**src/rtl/shs_pkg.sv**
```systemverilog
package shs_pkg;

  localparam logic [1:0] ACT_CLIMATE = 2'd0;
  localparam logic [1:0] ACT_GAS     = 2'd1;
  localparam logic [1:0] ACT_MOTION  = 2'd2;

  localparam logic [1:0] GEDGE_NONE  = 2'd0;
  localparam logic [1:0] GEDGE_BEGIN = 2'd1;
  localparam logic [1:0] GEDGE_END   = 2'd2;

  localparam logic [1:0] MEV_NONE       = 2'd0;
  localparam logic [1:0] MEV_SUPPRESSED = 2'd1;
  localparam logic [1:0] MEV_INTRUSION  = 2'd2;

  localparam logic [2:0] HEV_NONE            = 3'd0;
  localparam logic [2:0] HEV_CLIMATE_OFFLINE = 3'd1;
  localparam logic [2:0] HEV_CLIMATE_RECOVER = 3'd2;
  localparam logic [2:0] HEV_GAS_FAULT       = 3'd3;
  localparam logic [2:0] HEV_GAS_RECOVER     = 3'd4;

  localparam logic [2:0] REG_BASE_POLL      = 3'd0;
  localparam logic [2:0] REG_BACKOFF_MAX    = 3'd1;
  localparam logic [2:0] REG_RECOVER_SUCC   = 3'd2;
  localparam logic [2:0] REG_OFFLINE_FAILS  = 3'd3;
  localparam logic [2:0] REG_STUCK_STEP     = 3'd4;
  localparam logic [2:0] REG_STUCK_SAMPLES  = 3'd5;
  localparam logic [2:0] REG_RECOVER_SAMPLE = 3'd6;
  localparam logic [2:0] REG_MOTION_CLEAR   = 3'd7;

  localparam logic [15:0] BASE_POLL_RESET   = 16'd2000;
  localparam logic [22:0] BACKOFF_MAX_RESET = 23'd60000;
  localparam logic [7:0]  RECOVER_SUCC_RESET  = 8'd3;
  localparam logic [7:0]  OFFLINE_FAILS_RESET = 8'd3;
  localparam logic [11:0] STUCK_STEP_RESET    = 12'd2;
  localparam logic [7:0]  STUCK_SAMPLES_RESET = 8'd30;
  localparam logic [7:0]  RECOVER_SAMP_RESET  = 8'd3;
  localparam logic [15:0] MOTION_CLEAR_RESET  = 16'd3000;

  localparam logic [15:0] GAS_MAX_LEVEL = 16'd4095;
  localparam logic [7:0]  STREAK_MAX    = 8'hFF;

  typedef struct packed {
    logic [15:0] base_poll_ms;
    logic [22:0] backoff_max_ms;
    logic [7:0]  recover_successes;
    logic [7:0]  offline_fails;
    logic [11:0] stuck_step_limit;
    logic [7:0]  stuck_samples;
    logic [7:0]  recover_samples;
    logic [15:0] motion_clear_ms;
  } cfg_t;

  typedef struct packed {
    logic        disarmed;
    logic        motion_level;
    logic        motion_trigger;
    logic [31:0] now_ms;
    logic        gas_over_limit;
    logic [15:0] gas_level;
    logic [7:0]  humidity;
    logic [7:0]  temperature;
    logic        read_ok;
    logic [1:0]  action;
  } item_t;

  typedef struct packed {
    logic [2:0]  health_event;
    logic [1:0]  motion_event;
    logic        motion_alarm;
    logic [1:0]  gas_edge;
    logic        gas_alarm;
    logic        gas_fault;
    logic [22:0] poll_interval_ms;
    logic [7:0]  last_humidity;
    logic [7:0]  last_temperature;
    logic        climate_online;
  } res_t;

  function automatic logic [7:0] sat_inc(input logic [7:0] v);
    sat_inc = (v < STREAK_MAX) ? v + 8'd1 : v;
  endfunction

endpackage

```
**src/rtl/shs_core.sv**
```systemverilog
module shs_core (
  input  logic           clk,
  input  logic           rst,
  input  logic           en,
  input  shs_pkg::cfg_t  cfg,
  input  shs_pkg::item_t item,
  output shs_pkg::res_t  res
);

  logic [7:0]  good_streak, good_streak_next;
  logic [7:0]  fail_streak, fail_streak_next;
  logic        was_online, was_online_next;
  logic        online, online_next;
  logic [7:0]  temp_hold, temp_hold_next;
  logic [7:0]  humid_hold, humid_hold_next;
  logic [22:0] interval, interval_next;
  logic [15:0] prev_gas, prev_gas_next;
  logic [7:0]  stuck_count, stuck_count_next;
  logic [7:0]  recover_count, recover_count_next;
  logic        fault_flag, fault_flag_next;
  logic        prev_gas_alarm, prev_gas_alarm_next;
  logic        motion_latch, motion_latch_next;
  logic [31:0] low_since, low_since_next;

  logic [23:0] doubled;
  logic [15:0] diff;
  logic [31:0] elapsed;
  logic        alarm;
  logic [1:0]  gas_edge;
  logic [1:0]  motion_event;
  logic [2:0]  health_event;

  always_comb begin
    good_streak_next    = good_streak;
    fail_streak_next    = fail_streak;
    was_online_next     = was_online;
    online_next         = online;
    temp_hold_next      = temp_hold;
    humid_hold_next     = humid_hold;
    interval_next       = interval;
    prev_gas_next       = prev_gas;
    stuck_count_next    = stuck_count;
    recover_count_next  = recover_count;
    fault_flag_next     = fault_flag;
    prev_gas_alarm_next = prev_gas_alarm;
    motion_latch_next   = motion_latch;
    low_since_next      = low_since;
    gas_edge            = shs_pkg::GEDGE_NONE;
    motion_event        = shs_pkg::MEV_NONE;
    health_event        = shs_pkg::HEV_NONE;
    doubled             = {interval, 1'b0};
    diff = (item.gas_level > prev_gas) ? item.gas_level - prev_gas : prev_gas - item.gas_level;
    alarm   = 1'b0;
    elapsed = 32'd0;

    case (item.action)
      shs_pkg::ACT_CLIMATE: begin
        if (item.read_ok) begin
          fail_streak_next = 8'd0;
          good_streak_next = shs_pkg::sat_inc(good_streak);
          temp_hold_next   = item.temperature;
          humid_hold_next  = item.humidity;
          if (good_streak_next >= cfg.recover_successes) begin
            online_next   = 1'b1;
            interval_next = {7'd0, cfg.base_poll_ms};
          end
        end else begin
          good_streak_next = 8'd0;
          fail_streak_next = shs_pkg::sat_inc(fail_streak);
          if (fail_streak_next >= cfg.offline_fails) begin
            online_next = 1'b0;
            if (was_online) begin
              health_event = shs_pkg::HEV_CLIMATE_OFFLINE;
            end
            if (interval < cfg.backoff_max_ms) begin
              interval_next = (doubled > {1'b0, cfg.backoff_max_ms}) ?
                              cfg.backoff_max_ms : doubled[22:0];
            end
          end
        end
        if (online_next && !was_online) begin
          health_event = shs_pkg::HEV_CLIMATE_RECOVER;
        end
        was_online_next = online_next;
      end
      shs_pkg::ACT_GAS: begin
        if (item.gas_level > shs_pkg::GAS_MAX_LEVEL) begin
          fault_flag_next = 1'b1;
        end else begin
          if (diff <= {4'd0, cfg.stuck_step_limit}) begin
            stuck_count_next = shs_pkg::sat_inc(stuck_count);
          end else begin
            stuck_count_next = 8'd0;
            if (fault_flag) begin
              recover_count_next = shs_pkg::sat_inc(recover_count);
              if (recover_count_next >= cfg.recover_samples) begin
                fault_flag_next    = 1'b0;
                recover_count_next = 8'd0;
                health_event       = shs_pkg::HEV_GAS_RECOVER;
              end
            end
          end
          if (stuck_count_next >= cfg.stuck_samples) begin
            if (!fault_flag_next) begin
              health_event = shs_pkg::HEV_GAS_FAULT;
            end
            fault_flag_next    = 1'b1;
            recover_count_next = 8'd0;
          end
        end
        prev_gas_next = item.gas_level;
        alarm = !fault_flag_next && item.gas_over_limit;
        if (alarm && !prev_gas_alarm) begin
          gas_edge = shs_pkg::GEDGE_BEGIN;
        end else if (!alarm && prev_gas_alarm) begin
          gas_edge = shs_pkg::GEDGE_END;
        end
        prev_gas_alarm_next = alarm;
      end
      shs_pkg::ACT_MOTION: begin
        if (item.motion_trigger) begin
          low_since_next = 32'd0;
          if (item.disarmed) begin
            motion_event = shs_pkg::MEV_SUPPRESSED;
          end else begin
            motion_latch_next = 1'b1;
            motion_event      = shs_pkg::MEV_INTRUSION;
          end
        end
        if (!item.motion_level && motion_latch_next) begin
          if (low_since_next == 32'd0) begin
            low_since_next = item.now_ms;
          end
          elapsed = item.now_ms - low_since_next;
          if (elapsed >= {16'd0, cfg.motion_clear_ms}) begin
            motion_latch_next = 1'b0;
            low_since_next    = 32'd0;
          end
        end
      end
      default: begin
      end
    endcase

    res.climate_online   = online_next;
    res.last_temperature = temp_hold_next;
    res.last_humidity    = humid_hold_next;
    res.poll_interval_ms = interval_next;
    res.gas_fault        = fault_flag_next;
    res.gas_alarm        = prev_gas_alarm_next;
    res.gas_edge         = gas_edge;
    res.motion_alarm     = motion_latch_next;
    res.motion_event     = motion_event;
    res.health_event     = health_event;
  end

  always_ff @(posedge clk) begin
    if (rst) begin
      good_streak    <= 8'd0;
      fail_streak    <= 8'd0;
      was_online     <= 1'b1;
      online         <= 1'b0;
      temp_hold      <= 8'd0;
      humid_hold     <= 8'd0;
      interval       <= {7'd0, shs_pkg::BASE_POLL_RESET};
      prev_gas       <= 16'd0;
      stuck_count    <= 8'd0;
      recover_count  <= 8'd0;
      fault_flag     <= 1'b0;
      prev_gas_alarm <= 1'b0;
      motion_latch   <= 1'b0;
      low_since      <= 32'd0;
    end else if (en) begin
      good_streak    <= good_streak_next;
      fail_streak    <= fail_streak_next;
      was_online     <= was_online_next;
      online         <= online_next;
      temp_hold      <= temp_hold_next;
      humid_hold     <= humid_hold_next;
      interval       <= interval_next;
      prev_gas       <= prev_gas_next;
      stuck_count    <= stuck_count_next;
      recover_count  <= recover_count_next;
      fault_flag     <= fault_flag_next;
      prev_gas_alarm <= prev_gas_alarm_next;
      motion_latch   <= motion_latch_next;
      low_since      <= low_since_next;
    end
  end

endmodule

```
**src/rtl/sensor_health_supervisor_unit.sv**
```systemverilog
// An accepted input word passes through the input register, then the result register, to the master side.
// Throughput: one word per cycle; the state update sits between the input register and
// the result register, so a new word enters every cycle while the output drains.
// One input word can be held while a finished result waits to be taken.
// Reset (rst, synchronous, active high) restores all configuration registers to their defaults,
// clears the supervision state and empties both pipeline registers.
module sensor_health_supervisor_unit (
  input  logic        clk,
  input  logic        rst,
  input  logic        psel,
  input  logic        penable,
  input  logic        pwrite,
  input  logic [4:0]  paddr,
  input  logic [31:0] pwdata,
  output logic [31:0] prdata,
  output logic        pready,
  input  logic        s_axis_tvalid,
  output logic        s_axis_tready,
  // read_ok, temperature[8:1], humidity[16:9], gas_level[32:17], gas_over_limit,
  // now_ms[65:34], motion_trigger, motion_level, disarmed, zero fill [71:69]
  input  logic [71:0] s_axis_tdata,
  // action
  input  logic [1:0]  s_axis_tuser,
  output logic        m_axis_tvalid,
  input  logic        m_axis_tready,
  // climate_online, last_temperature[8:1], last_humidity[16:9],
  // poll_interval_ms[39:17], gas_fault, gas_alarm, gas_edge[43:42], motion_alarm,
  // motion_event[46:45], health_event[49:47], zero fill [55:50]
  output logic [55:0] m_axis_tdata
);

  shs_pkg::cfg_t  cfg;
  shs_pkg::item_t in_q;
  shs_pkg::res_t  res;
  shs_pkg::res_t  out_q;
  logic           in_valid;
  logic           out_valid;
  logic           advance;
  logic           cfg_wr;
  logic [2:0]     reg_idx;

  assign pready  = 1'b1;
  assign cfg_wr  = psel && penable && pwrite && pready;
  assign reg_idx = paddr[4:2];

  always_ff @(posedge clk) begin
    if (rst) begin
      cfg.base_poll_ms      <= shs_pkg::BASE_POLL_RESET;
      cfg.backoff_max_ms    <= shs_pkg::BACKOFF_MAX_RESET;
      cfg.recover_successes <= shs_pkg::RECOVER_SUCC_RESET;
      cfg.offline_fails     <= shs_pkg::OFFLINE_FAILS_RESET;
      cfg.stuck_step_limit  <= shs_pkg::STUCK_STEP_RESET;
      cfg.stuck_samples     <= shs_pkg::STUCK_SAMPLES_RESET;
      cfg.recover_samples   <= shs_pkg::RECOVER_SAMP_RESET;
      cfg.motion_clear_ms   <= shs_pkg::MOTION_CLEAR_RESET;
    end else if (cfg_wr) begin
      case (reg_idx)
        shs_pkg::REG_BASE_POLL:      cfg.base_poll_ms      <= pwdata[15:0];
        shs_pkg::REG_BACKOFF_MAX:    cfg.backoff_max_ms    <= pwdata[22:0];
        shs_pkg::REG_RECOVER_SUCC:   cfg.recover_successes <= pwdata[7:0];
        shs_pkg::REG_OFFLINE_FAILS:  cfg.offline_fails     <= pwdata[7:0];
        shs_pkg::REG_STUCK_STEP:     cfg.stuck_step_limit  <= pwdata[11:0];
        shs_pkg::REG_STUCK_SAMPLES:  cfg.stuck_samples     <= pwdata[7:0];
        shs_pkg::REG_RECOVER_SAMPLE: cfg.recover_samples   <= pwdata[7:0];
        shs_pkg::REG_MOTION_CLEAR:   cfg.motion_clear_ms   <= pwdata[15:0];
        default: begin
        end
      endcase
    end
  end

  always_comb begin
    case (reg_idx)
      shs_pkg::REG_BASE_POLL:      prdata = {16'd0, cfg.base_poll_ms};
      shs_pkg::REG_BACKOFF_MAX:    prdata = {9'd0, cfg.backoff_max_ms};
      shs_pkg::REG_RECOVER_SUCC:   prdata = {24'd0, cfg.recover_successes};
      shs_pkg::REG_OFFLINE_FAILS:  prdata = {24'd0, cfg.offline_fails};
      shs_pkg::REG_STUCK_STEP:     prdata = {20'd0, cfg.stuck_step_limit};
      shs_pkg::REG_STUCK_SAMPLES:  prdata = {24'd0, cfg.stuck_samples};
      shs_pkg::REG_RECOVER_SAMPLE: prdata = {24'd0, cfg.recover_samples};
      shs_pkg::REG_MOTION_CLEAR:   prdata = {16'd0, cfg.motion_clear_ms};
      default:                     prdata = 32'd0;
    endcase
  end

  assign advance       = !out_valid || m_axis_tready;
  assign s_axis_tready = !in_valid || advance;

  // hold the input word until the result register frees up
  always_ff @(posedge clk) begin
    if (rst) begin
      in_valid <= 1'b0;
    end else if (s_axis_tready) begin
      in_valid <= s_axis_tvalid;
    end
  end

  always_ff @(posedge clk) begin
    if (s_axis_tvalid && s_axis_tready) begin
      in_q <= {s_axis_tdata[68:0], s_axis_tuser};
    end
  end

  shs_core u_core (
    .clk  (clk),
    .rst  (rst),
    .en   (in_valid && advance),
    .cfg  (cfg),
    .item (in_q),
    .res  (res)
  );

  always_ff @(posedge clk) begin
    if (rst) begin
      out_valid <= 1'b0;
    end else if (advance) begin
      out_valid <= in_valid;
    end
  end

  always_ff @(posedge clk) begin
    if (advance && in_valid) begin
      out_q <= res;
    end
  end

  assign m_axis_tvalid = out_valid;
  assign m_axis_tdata  = {6'd0, out_q};

  a_alarm_off_in_fault: assert property (@(posedge clk) disable iff (rst)
    out_valid |-> !(out_q.gas_fault && out_q.gas_alarm))
    else $error("gas alarm shown while gas sensor faulted");

  a_edge_matches_alarm: assert property (@(posedge clk) disable iff (rst)
    out_valid && out_q.gas_edge != shs_pkg::GEDGE_NONE |->
      (out_q.gas_edge == shs_pkg::GEDGE_BEGIN) == out_q.gas_alarm)
    else $error("gas edge disagrees with gas alarm level");

  a_health_code: assert property (@(posedge clk) disable iff (rst)
    out_valid |-> out_q.health_event <= shs_pkg::HEV_GAS_RECOVER)
    else $error("health event code out of range");

  a_input_held: assert property (@(posedge clk) disable iff (rst)
    in_valid && !advance |=> in_valid && $stable(in_q))
    else $error("pending input word lost during output stall");

  a_result_after_input: assert property (@(posedge clk) disable iff (rst)
    $rose(out_valid) |-> $past(in_valid))
    else $error("result word without an input word");

endmodule

```
**config.mk**
```make
export PLATFORM = sky130hd
export DESIGN_NAME = sensor_health_supervisor_unit
export DESIGN_NICKNAME = d
export VERILOG_FILES = /design/src/rtl/shs_pkg.sv /design/src/rtl/shs_core.sv /design/src/rtl/sensor_health_supervisor_unit.sv
export SDC_FILE = /design/constraint.sdc
export NUM_CORES = 1
export LEC_CHECK = 0
export BUFFER_PORTS_ARGS = -buffer_cell sky130_fd_sc_hd__buf_2
export CORE_MARGIN = 10
export CORE_UTILIZATION = 40
export DETAILED_ROUTE_END_ITERATION = 12
export MAX_ROUTING_LAYER = met4
export REMOVE_ABC_BUFFERS = 1
export SYNTH_ARGS = -nofsm -noshare
export SYNTH_HDL_FRONTEND = slang
export SYNTH_HIERARCHICAL = 1
export SYNTH_SLANG_ARGS = --single-unit
```
**constraint.sdc**
```tcl
create_clock -name clk -period 9.16 [get_ports clk]
set_clock_uncertainty 0.1 [all_clocks]
set_input_delay 0.458 -clock clk [delete_from_list [all_inputs] [get_ports clk]]
set_output_delay 0.458 -clock clk [all_outputs]
set_load 0.01 [all_outputs]
```
-- After elaboration in Yosys (flattened, before gate mapping)
Index checks and enable logic that the tools add are counted.
- logic and storage cells: 182
- output and inout port bits: 91
- flip-flop bits (word level): 346
- input bits: 118
- order comparisons: 14
- multiplexer cells: 67
- reduce and logical (&&, ||, !) cells: 37
- bitwise gates (word level): 2
- $add $sub $neg: 7
- eq/ne operators: 10
- operator list (operator ; number):
    $pmux W32 S8 ; 1
    $mux W32 ; 7
    $mux W23 ; 6
    $mux W8 ; 17
    $add A8 B1 Y8 const B ; 4
    $ge A32 B16 Y1 ; 1
    $ge A8 B8 Y1 ; 4
    $logic_not A32 Y1 ; 1
    $lt A8 B8 Y1 const B ; 4
    $sub A16 B16 Y16 ; 2
    $sub A32 B32 Y32 ; 1
    $mux W3 ; 9
    $gt A24 B23 Y1 ; 1
    $reduce_and A2 Y1 ; 12
    $lt A23 B23 Y1 ; 1
    $mux W1 ; 23
    $gt A16 B12 Y1 const B ; 1
    $gt A16 B16 Y1 ; 1
    $le A16 B12 Y1 ; 1
    $mux W16 ; 1
    $eq A3 B3 Y1 const B ; 4
    $logic_and A1 B1 Y1 ; 9
    $logic_not A1 Y1 ; 7
    $eq A3 B2 Y1 const B ; 2
    14 further kinds ; 17

-- Longest topological paths before layout
Gate-level depths: netlist of the first run.
- depth after elaboration: 17
- depth in mapped cells: 36
- gate-level depth less buffers: 32

-- Cells and area by module
The synthesis of the first run kept the hierarchy.
- modules (own cells, without submodules) (module ; cells an instance ; seq. area each (sq um) ; times used ; area an instance (sq um)):
    shs_core ; 1656 ; 2482.4 ; 1 ; 12468.2
    sensor_health_supervisor_unit ; 723 ; 5655.4 ; 1 ; 8315.5

-- Least setup slack after synthesis of the first run
OpenSTA, ideal clock, no wires.
- path type: reg-to-reg
- start point: register in_q[31] in the netlist's numbering
- end point: register u_core.recover_count[3]
- data arrival time: 6350 ps
- stages on the path, launching flop included: 31
- setup slack: 2652 ps
- period minus slack after synthesis: 6508 ps
- required time: 9002 ps
- buffers on the path: 5
- cell sequence: edfxtp_1 -> inv_1 -> ha_1 -> clkbuf_1 -> nand4_1 -> nor4b_1 -> or2_0 -> clkbuf_1 -> buf_1 -> mux2i_1 -> a21boi_0 -> xnor2_1 -> ha_1 -> and4_1 -> a221oi_1 -> a21oi_1 -> nor2_1 -> nand4_1 -> buf_2 -> buf_2 -> a21o_1 -> ha_1 -> nand2b_1 -> a21o_1 -> a21o_1 -> a211o_1 -> a21oi_1 -> o21a_1 -> o21ai_0 -> a31oi_1 -> a21o_1
- word-level cells in the longest chain between the ends: 9
- elaborated cells on any way between the ends: 15
- RTL lines (what ; line ; RTL):
    start: declaration ; sensor_health_supervisor_unit.sv:33 ; shs_pkg::item_t in_q;
    start signal: assignment ; sensor_health_supervisor_unit.sv:100 ; in_q <= {s_axis_tdata[68:0], s_axis_tuser};
    $sub A16 B16 Y16 or $gt A16 B16 Y1 (tied branches) ; shs_core.sv:52 ; diff = (item.gas_level > prev_gas) ? item.gas_level - prev_gas : prev_gas - item.gas_level;
    $mux W16 ; shs_core.sv:52 ;
    $le A16 B12 Y1 ; shs_core.sv:90 ; if (diff <= {4'd0, cfg.stuck_step_limit}) begin
    $mux W8 ; shs_core.sv:90 ;
    $mux W8 ; shs_core.sv:87 ; if (item.gas_level > shs_pkg::GAS_MAX_LEVEL) begin
    $mux W8 ; shs_core.sv:56 ; case (item.action)
    $ge A8 B8 Y1 ; shs_core.sv:103 ; if (stuck_count_next >= cfg.stuck_samples) begin
    $ne A2 B2 Y1 (no line) or $reduce_bool A2 Y1 (tied branches) ; - ;
    $reduce_and A5 Y1 (no line) ; - ;
    end signal: assignment ; shs_core.sv:183 ; recover_count <= recover_count_next;
    end: declaration ; shs_core.sv:19 ; logic [7:0] recover_count, recover_count_next;
Parallel ways exist; a longest one is shown, timed or not. The select of a mux whose other input is x is not followed.
A chain may end at the register's enable or synchronous reset.

-- Worst setup path after layout of the first run
- start point: register u_core.low_since[0]
- end point: register u_core.low_since[25]
- word-level cells in the longest chain between the ends: 10
- RTL lines (what ; line ; RTL):
    start: declaration ; shs_core.sv:23 ; logic [31:0] low_since, low_since_next;
    start signal: assignment ; shs_core.sv:187 ; low_since <= low_since_next;
    $mux W32 (*) ; shs_core.sv:121 ; if (item.motion_trigger) begin
    $mux W32 (*) ; shs_core.sv:56 ;
    $logic_not A32 Y1 ; shs_core.sv:131 ; if (low_since_next == 32'd0) begin
    $mux W32 (*) ; shs_core.sv:131 ;
    $mux W32 (*) ; shs_core.sv:130 ; if (!item.motion_level && motion_latch_next) begin
    $mux W32 (*) ; shs_core.sv:56 ;
    $sub A32 B32 Y32 ; shs_core.sv:134 ; elapsed = item.now_ms - low_since_next;
    $ge A32 B16 Y1 ; shs_core.sv:135 ; if (elapsed >= {16'd0, cfg.motion_clear_ms}) begin
    $mux W32 (*) ; shs_core.sv:135 ;
    $mux W32 (*) ; shs_core.sv:130 ;
Every way passes the cells marked *; elsewhere a longest branch is shown, timed or not. The select of a mux whose other input is x is not followed.

==> reports/results.tsv, run 1 <==
metric	value	unit
wire per inst	19.39	µm
post-synthesis register bit count	346	
Synth Cell Area	20780	µm²
Critical Path End Type	flip-flop	
Hold Buf Count CTS	73	
Finished Core Util	0.4707	
Worst Path Arrival	7940	ps
clk_lat worst skew	570	ps
Fin Hold WS	40.59	ps
WS Path Type	flip-flop to flip-flop	
CP max FO	30	
Post-layout nets	2857	
sequential share of the synthesized area	0.3915	
Worst Tran Pin Value	1196	ps
Clock transition at path regs	60	ps
layout filler cell count	4925	
CTS tree	yes	
post-route setup TNS	0	ps
hold crit path type	input pin to flip-flop	
P_leak	9.957	nW
Post-Route WL	63670	µm
core area	51410	µm²
GRT Residual Overflow	0	
Tcrit/Tclk final	0.8258	
Die Height	247.9	µm
die width	247.9	µm
H-tree depth	2	
startpoint type of the worst setup path	flip-flop	
cells after synthesis	2379	
pwr/cell area	157.9	nW/µm²
HPWL after detailed placement	46310	µm
Netlist cell types	85	
family with the most delay on the worst path	compound AO/OA/AOI/OAI gates	
worst vdd ir	0.1364	mV
post-CTS setup buffers	0	
routed vias	18463	
Post-synth ARST share	0	
unrepaired setup endpoints after global routing	false	
Die ar.	61480	µm²
Final min period	7564	ps
Top Ports	209	
Worst slew margin	0.1980	
gpl congestion	0.9145	
clock sink total	346	
# Max-Cap Violations	0	
Post-synth top flop	dfxtp_1	
fmax	132.2	MHz
FF+latch area	8138	µm²
vias in the first global route	18139	
CP Cell Sequence	nor4_1 > nand4_1 > o21ai_2 > a22o_1 > ha_1 > inv_1 > fa_1 > a21o_1 > a311oi_1 > a2bb2oi_1 > o21ai_0 > xor2_1 > ha_1 > a21o_1 > a22oi_1 > and3_1 > nand3_1 > mux2_2 > or4_4 > nor4_4 > buf_4 > nand2_2 > o21ai_2	
EDFF count, synth	121	
slowest stage delay, CP	780	ps
deepest clock path buffer count	3	
crit path buf inv count	2	
footprint of the multi-input gates	11430	µm²
First-pass DRT Iterations	5	
IO buf count	178	
Post-CTS Resized	0	
cts bufs inserted	41	
CP required	9540	ps
share of layout cells above drive strength 1	0.1370	
Synth Warn #	6	
CP max-delay cell	o21ai_2	
initial antenna violation count	5	
final hold vios	0	
DRT iter0 DRCs	1436	
first-pass GRT wire length	99570	µm
drt via density	5.624	
setup violators final	0	
Initial Utilization	0.4043	
pins over their slew limit	0	
area growth from synthesis to layout	16.42	%
row count	83	
GRT Util Overall	0.2073	
reg2reg setup slack	1600	ps
status	finished, final reports clean	
largest net degree at the start of global routing	72	
Routed Antenna Nets	0	
Clock Tree Root	clkbuf_16	
drt drc	0	
Avg Cell Area, Syn	8.736	µm²
[final timing paths]
check                                           from                   end  depth (start not counted)
worst max-delay path             u_core/low_since[0]  u_core/low_since[25]                         23
worst min-delay path                   s_axis_tvalid              in_valid                          3
worst max register to register   u_core/low_since[0]  u_core/low_since[25]                         23
worst min register to register  u_core/humid_hold[5]  u_core/humid_hold[5]                          2
[flip-flops by register name, indices dropped and copies added (netlist names), 8 cells and up]
name	cells
in_q	71
u_core/stuck_count	8
cfg	99
u_core/good_streak	8
u_core/interval	23
u_core/fail_streak	8
u_core/recover_count	8
u_core/prev_gas	16
u_core/humid_hold	8
u_core/temp_hold	8
u_core/low_since	32
m_axis_tdata	50
[cells by family (layout without fill, tap and decap cells)]
family	Yosys count	in the layout	share of synthesized area
buffers and inverters	310	516	0.06315
XOR/XNOR	47	47	0.01981
AND/OR/NAND/NOR	716	716	0.1610
multiplexers	58	58	0.03106
AO/OA/AOI/OAI	727	727	0.2279
flip-flops	346	346	0.3915
other	2	20	0.0003613
adder cells (fa/ha/maj)	173	173	0.1052
[through the flow]
stage               worst slack [ps]  cells  area [µm²]  total power, mW
global placement                1849   3130       22100            2.151
floorplan                       2287   2250       20150            1.978
global route                    1156   3282       24190            3.970
detailed placement              1756   3130       22100            2.159
finish                          1596   3283       24200            3.820
CTS                             1732   3279       24190            3.853
[cell usage after synthesis (11+ instances only)]
library cell	count	area share
nand2_1	342	0.062
clkbuf_1	89	0.016
nor2b_1	15	0.0045
and3_1	19	0.0057
nand2b_1	19	0.0057
o221ai_1	17	0.0072
a22oi_1	47	0.017
xnor2_1	25	0.011
or3_1	12	0.0036
nand3_1	30	0.0072
a21o_1	64	0.023
nor2_1	137	0.025
a211o_1	11	0.0046
a31oi_1	11	0.0033
buf_2	23	0.0055
nand3b_1	29	0.010
mux2i_1	24	0.012
nor3_1	16	0.0039
and2_1	12	0.0036
a21oi_1	236	0.057
ha_1	170	0.10
a22o_1	21	0.0088
nor4_1	13	0.0039
inv_1	165	0.030
edfxtp_1	121	0.17
o21ai_0	103	0.025
o22ai_1	46	0.014
or4_1	13	0.0047
nand4_1	30	0.0090
a221oi_1	24	0.010
o21a_1	17	0.0061
xor2_1	22	0.0093
dfxtp_1	225	0.22
mux2_2	32	0.017
o21ai_2	30	0.013
buf_4	22	0.0079
a211oi_1	25	0.0090
[layout by cell type (no fill, tap or decap), types with 32 or more instances in the layout]
master	count
buf_2	177
a21o_1	64
dfxtp_1	225
inv_1	165
o22ai_1	46
dlygate4sd3_1	73
a21oi_1	236
o21ai_0	102
nor2_1	137
nand2_1	342
ha_1	170
edfxtp_1	121
a22oi_1	47
mux2_2	32
clkbuf_16	43
[where the power goes]
group / total [mW] / internal (mW) / switching [mW] / leakage (nW)
registers: 1.65 / 1.63 / 0.0256 / 2.96
clock network: 1.66 / 0.990 / 0.675 / 0.669
logic: 0.500 / 0.197 / 0.304 / 6.33
[worst register-to-register path, stage by stage (launching register included)]
cell and delay, ps:
dfxtp_1 320, nor4_1 350, nand4_1 380, o21ai_2 780
a22o_1 270, ha_1 180, inv_1 60, fa_1 400
a21o_1 210, a311oi_1 400, a2bb2oi_1 470, o21ai_0 340
xor2_1 240, ha_1 330, a21o_1 160, a22oi_1 120
and3_1 220, nand3_1 80, mux2_2 280, or4_4 520
nor4_4 140, buf_4 210, nand2_2 520, o21ai_2 370
[area by class of cell]
| class | count | area share |
|---|---|---|
| Multi-Input combinational cell | 1737 | 0.4723 |
| Inverter | 167 | 0.02591 |
| Clock inverter | 21 | 0.008791 |
| Sequential cell | 346 | 0.3363 |
| Clock buffer | 55 | 0.04716 |
| Antenna cell | 4 | 0.0004137 |
| Timing Repair Buffer | 273 | 0.07395 |
| Tap cell | 680 | 0.03516 |
[metal layers]
| metal | wire length (µm) | vias up | global-route usage |
|---|---|---|---|
| met2 | 29790 | 597 | 0.3343 |
| li1 | - | 8948 | - |
| met4 | 1671 | 0 | 0.05935 |
| met3 | 4233 | 108 | 0.03569 |
| met1 | 27980 | 8810 | 0.2629 |
| met5 | 0 | - | - |
(Power assumes the default switching activity.)
==> run 2: changes to the inputs <==
==> constraint.sdc (replaced) <==
create_clock -name clk -period 6.7 [get_ports clk]
set_clock_uncertainty 0.1 [all_clocks]
set_input_delay 0.335 -clock clk [delete_from_list [all_inputs] [get_ports clk]]
set_output_delay 0.335 -clock clk [all_outputs]
set_load 0.01 [all_outputs]
==> run 2 against run 1 <==
Compared with the run above:
- worst setup slack worse by 1300 ps
- routed wire length is 1.1% higher
- critical endpoint is now u_core/low_since[5]
- register-to-register slack worse by 1300 ps
- via count is 0.99% higher
- largest cell class unchanged
- die area stayed put
- maximum frequency is 18% higher
- combinational power is 43% higher
- sequential cell count stayed put
==> reports/results.tsv, run 2 (synthesis results as in run 1) <==
metric	value	unit	change
status	finished, final reports clean		
setup violators final	0		unchanged
Final min period	6410	ps	-1154 ps
final hold vios	0		unchanged
share of layout cells above drive strength 1	0.1531		+0.01608
core area	51410	µm²	unchanged
vias in the first global route	18109		-0.17%
slowest stage delay, CP	520	ps	-260 ps
Most flops, register	cfg		
Finished Core Util	0.4792		+0.008543
Clock transition at path regs	60	ps	about the same
initial antenna violation count	5		unchanged
CP max-delay cell	or4_4		
deepest clock path buffer count	3		unchanged
Top Ports	209		unchanged
clk_lat worst skew	570	ps	about the same
Internal	3.805	mW	+35%
worst vdd ir	0.1938	mV	+42%
die width	247.9	µm	unchanged
WS Path Type	flip-flop to flip-flop		
CP max FO	19		-37%
FF+latch area	8138	µm²	unchanged
drt via density	5.619		about the same
pins over their slew limit	0		unchanged
sw frac	0.2661		+0.003359
CP required	7090	ps	-2450 ps
hold crit path type	input pin to flip-flop		
layout filler cell count	4862		-1.3%
IO buf count	178		unchanged
Finished Layout Cells	3318		+1.1%
# placed instances	3139		+0.29%
GRT Residual Overflow	0		unchanged
pwr/cell area	210.5	nW/µm²	+33%
routed vias	18645		+0.99%
Die Height	247.9	µm	unchanged
DRT iter0 DRCs	1639		+14%
crit path buf inv count	2		unchanged
max reg flops	99		unchanged
fmax	156.0	MHz	+18%
area growth from synthesis to layout	18.53	%	
gpl congestion	0.9093		-0.57%
P_sw	1.380	mW	+37%
# Max-Cap Violations	0		unchanged
clock share of power	0.426		-0.010
Routed Antenna Nets	0		unchanged
footprint of the multi-input gates	11580	µm²	+1.4%
CTS tree	yes		
most common cell after layout, fill and taps aside	nand2_1		
Fin Hold WS	39.32	ps	-1.269 ps
Initial Utilization	0.4043		unchanged
first-pass GRT wire length	100600	µm	+1.0%
Die ar.	61480	µm²	unchanged
cts bufs inserted	42		+2.4%
CP Cell Sequence	nor4_1 > nand4_1 > o21ai_2 > a22o_1 > ha_1 > inv_1 > fa_1 > a21o_1 > a311oi_1 > a2bb2oi_1 > o21ai_0 > xor2_1 > ha_1 > a21o_1 > a22oi_1 > and3_1 > nand3_1 > mux2_2 > or4_4 > nor4_4 > nand2_2 > buf_4 > o21ai_2		
Seq pwr share	0.436		+0.003
wire per inst	19.39	µm	about the same
drt drc	0		unchanged
family with the most delay on the worst path	compound AO/OA/AOI/OAI gates		
Worst Tran Pin Value	1170	ps	-26.27 ps
Tcrit/Tclk final	0.9567		+0.1309
startpoint type of the worst setup path	flip-flop		
Worst slew margin	0.2156		+0.01761
Post-layout nets	2892		+1.2%
commonest cells after routing, fill and taps aside	341 x nand2_1, 231 x a21oi_1, 225 x dfxtp_1		
Clock Tree Root	clkbuf_16		
H-tree depth	2		unchanged
P_leak	10.11	nW	+1.5%
Worst Path Arrival	6800	ps	-1140 ps
Critical Path End Type	flip-flop		
combinational cell fraction of total power	0.138		+0.007
row count	83		unchanged
clock sink total	346		unchanged
GRT Util Overall	0.2096		+0.002237
First-pass DRT Iterations	6		+1
largest net degree at the start of global routing	96		+33%
Post-Route WL	64350	µm	+1.1%
PnR Total Power	5.184	mW	+36%
HPWL after detailed placement	46420	µm	+0.24%
unrepaired setup endpoints after global routing	true		
-- run 2: path summary, 6_finish.rpt --
kind	start	to	slack (ps)	depth (start not counted)
setup / recovery	u_core/low_since[0]	u_core/low_since[5]	290	23
hold / removal	pwdata[7]	cfg[39]	40	3
setup reg to reg	u_core/low_since[0]	u_core/low_since[5]	290	23
hold reg to reg	u_core/temp_hold[0]	u_core/temp_hold[0]	360	2
-- run 2: metrics by stage --
| stage | setup slack (ps) | area [µm²] | setup TNS, ps |
|---|---|---|---|
| 6_report | 290.3 | 24630 | 0 |
| 5_1_grt | -106.7 | 24630 | -618.8 |
| 4_1_cts | 66.42 | 24370 | 0 |
| 3_5_place_dp | 117.0 | 22170 | 0 |
| 3_3_place_gp | 216.1 | 22170 | 0 |
| 2_1_floorplan | -172.7 | 20150 | -1313 |
-- run 2: repair_timing --
item | CTS | global route
hold buffers | 88 | 0
buffers inserted | 0 | 9
resized for setup | 0 | 40
endpoints found under the setup margin | 0 | 50
hold endpoints to repair | 107 | 0
-- run 2: power groups by stage --
stage	clock network (mW)	logic, mW	registers [mW]
2_1_floorplan	0	0.401	2.30
3_3_place_gp	0	0.642	2.31
3_5_place_dp	0	0.651	2.31
4_1_cts	2.26	0.695	2.26
5_1_grt	2.34	0.793	2.27
6_report	2.21	0.714	2.26
-- run 2: worst register-to-register path: cells and delay by family (launching register included) --
family                   cells  cell delay, ps
AO/OA/AOI/OAI                9            2160
buffers and inverters        2             330
AND/OR/NAND/NOR              7            1980
XOR/XNOR                     1             230
adder cells (fa/ha/maj)      3             960
multiplexers                 1             270
flip-flops                   1             340
-- run 2: area by class of cell --
cell class | instances | share of cell area
timing repair buffer | 307 | 0.08553
antenna | 5 | 0.0005079
clock buffer | 62 | 0.04906
sequential | 346 | 0.3303
tap | 680 | 0.03454
clock inverter | 14 | 0.004419
inverter | 167 | 0.02545
multi-input combinational | 1737 | 0.4702
-- run 2: metal layers --
layer  share of wire  vias to the layer above  GRT usage
met2            0.47                      621     0.3338
met5               0                        -          -
met1            0.44                     8906     0.2658
met4           0.029                        0    0.07101
met3           0.066                      112    0.03505
li1                -                     9006          -
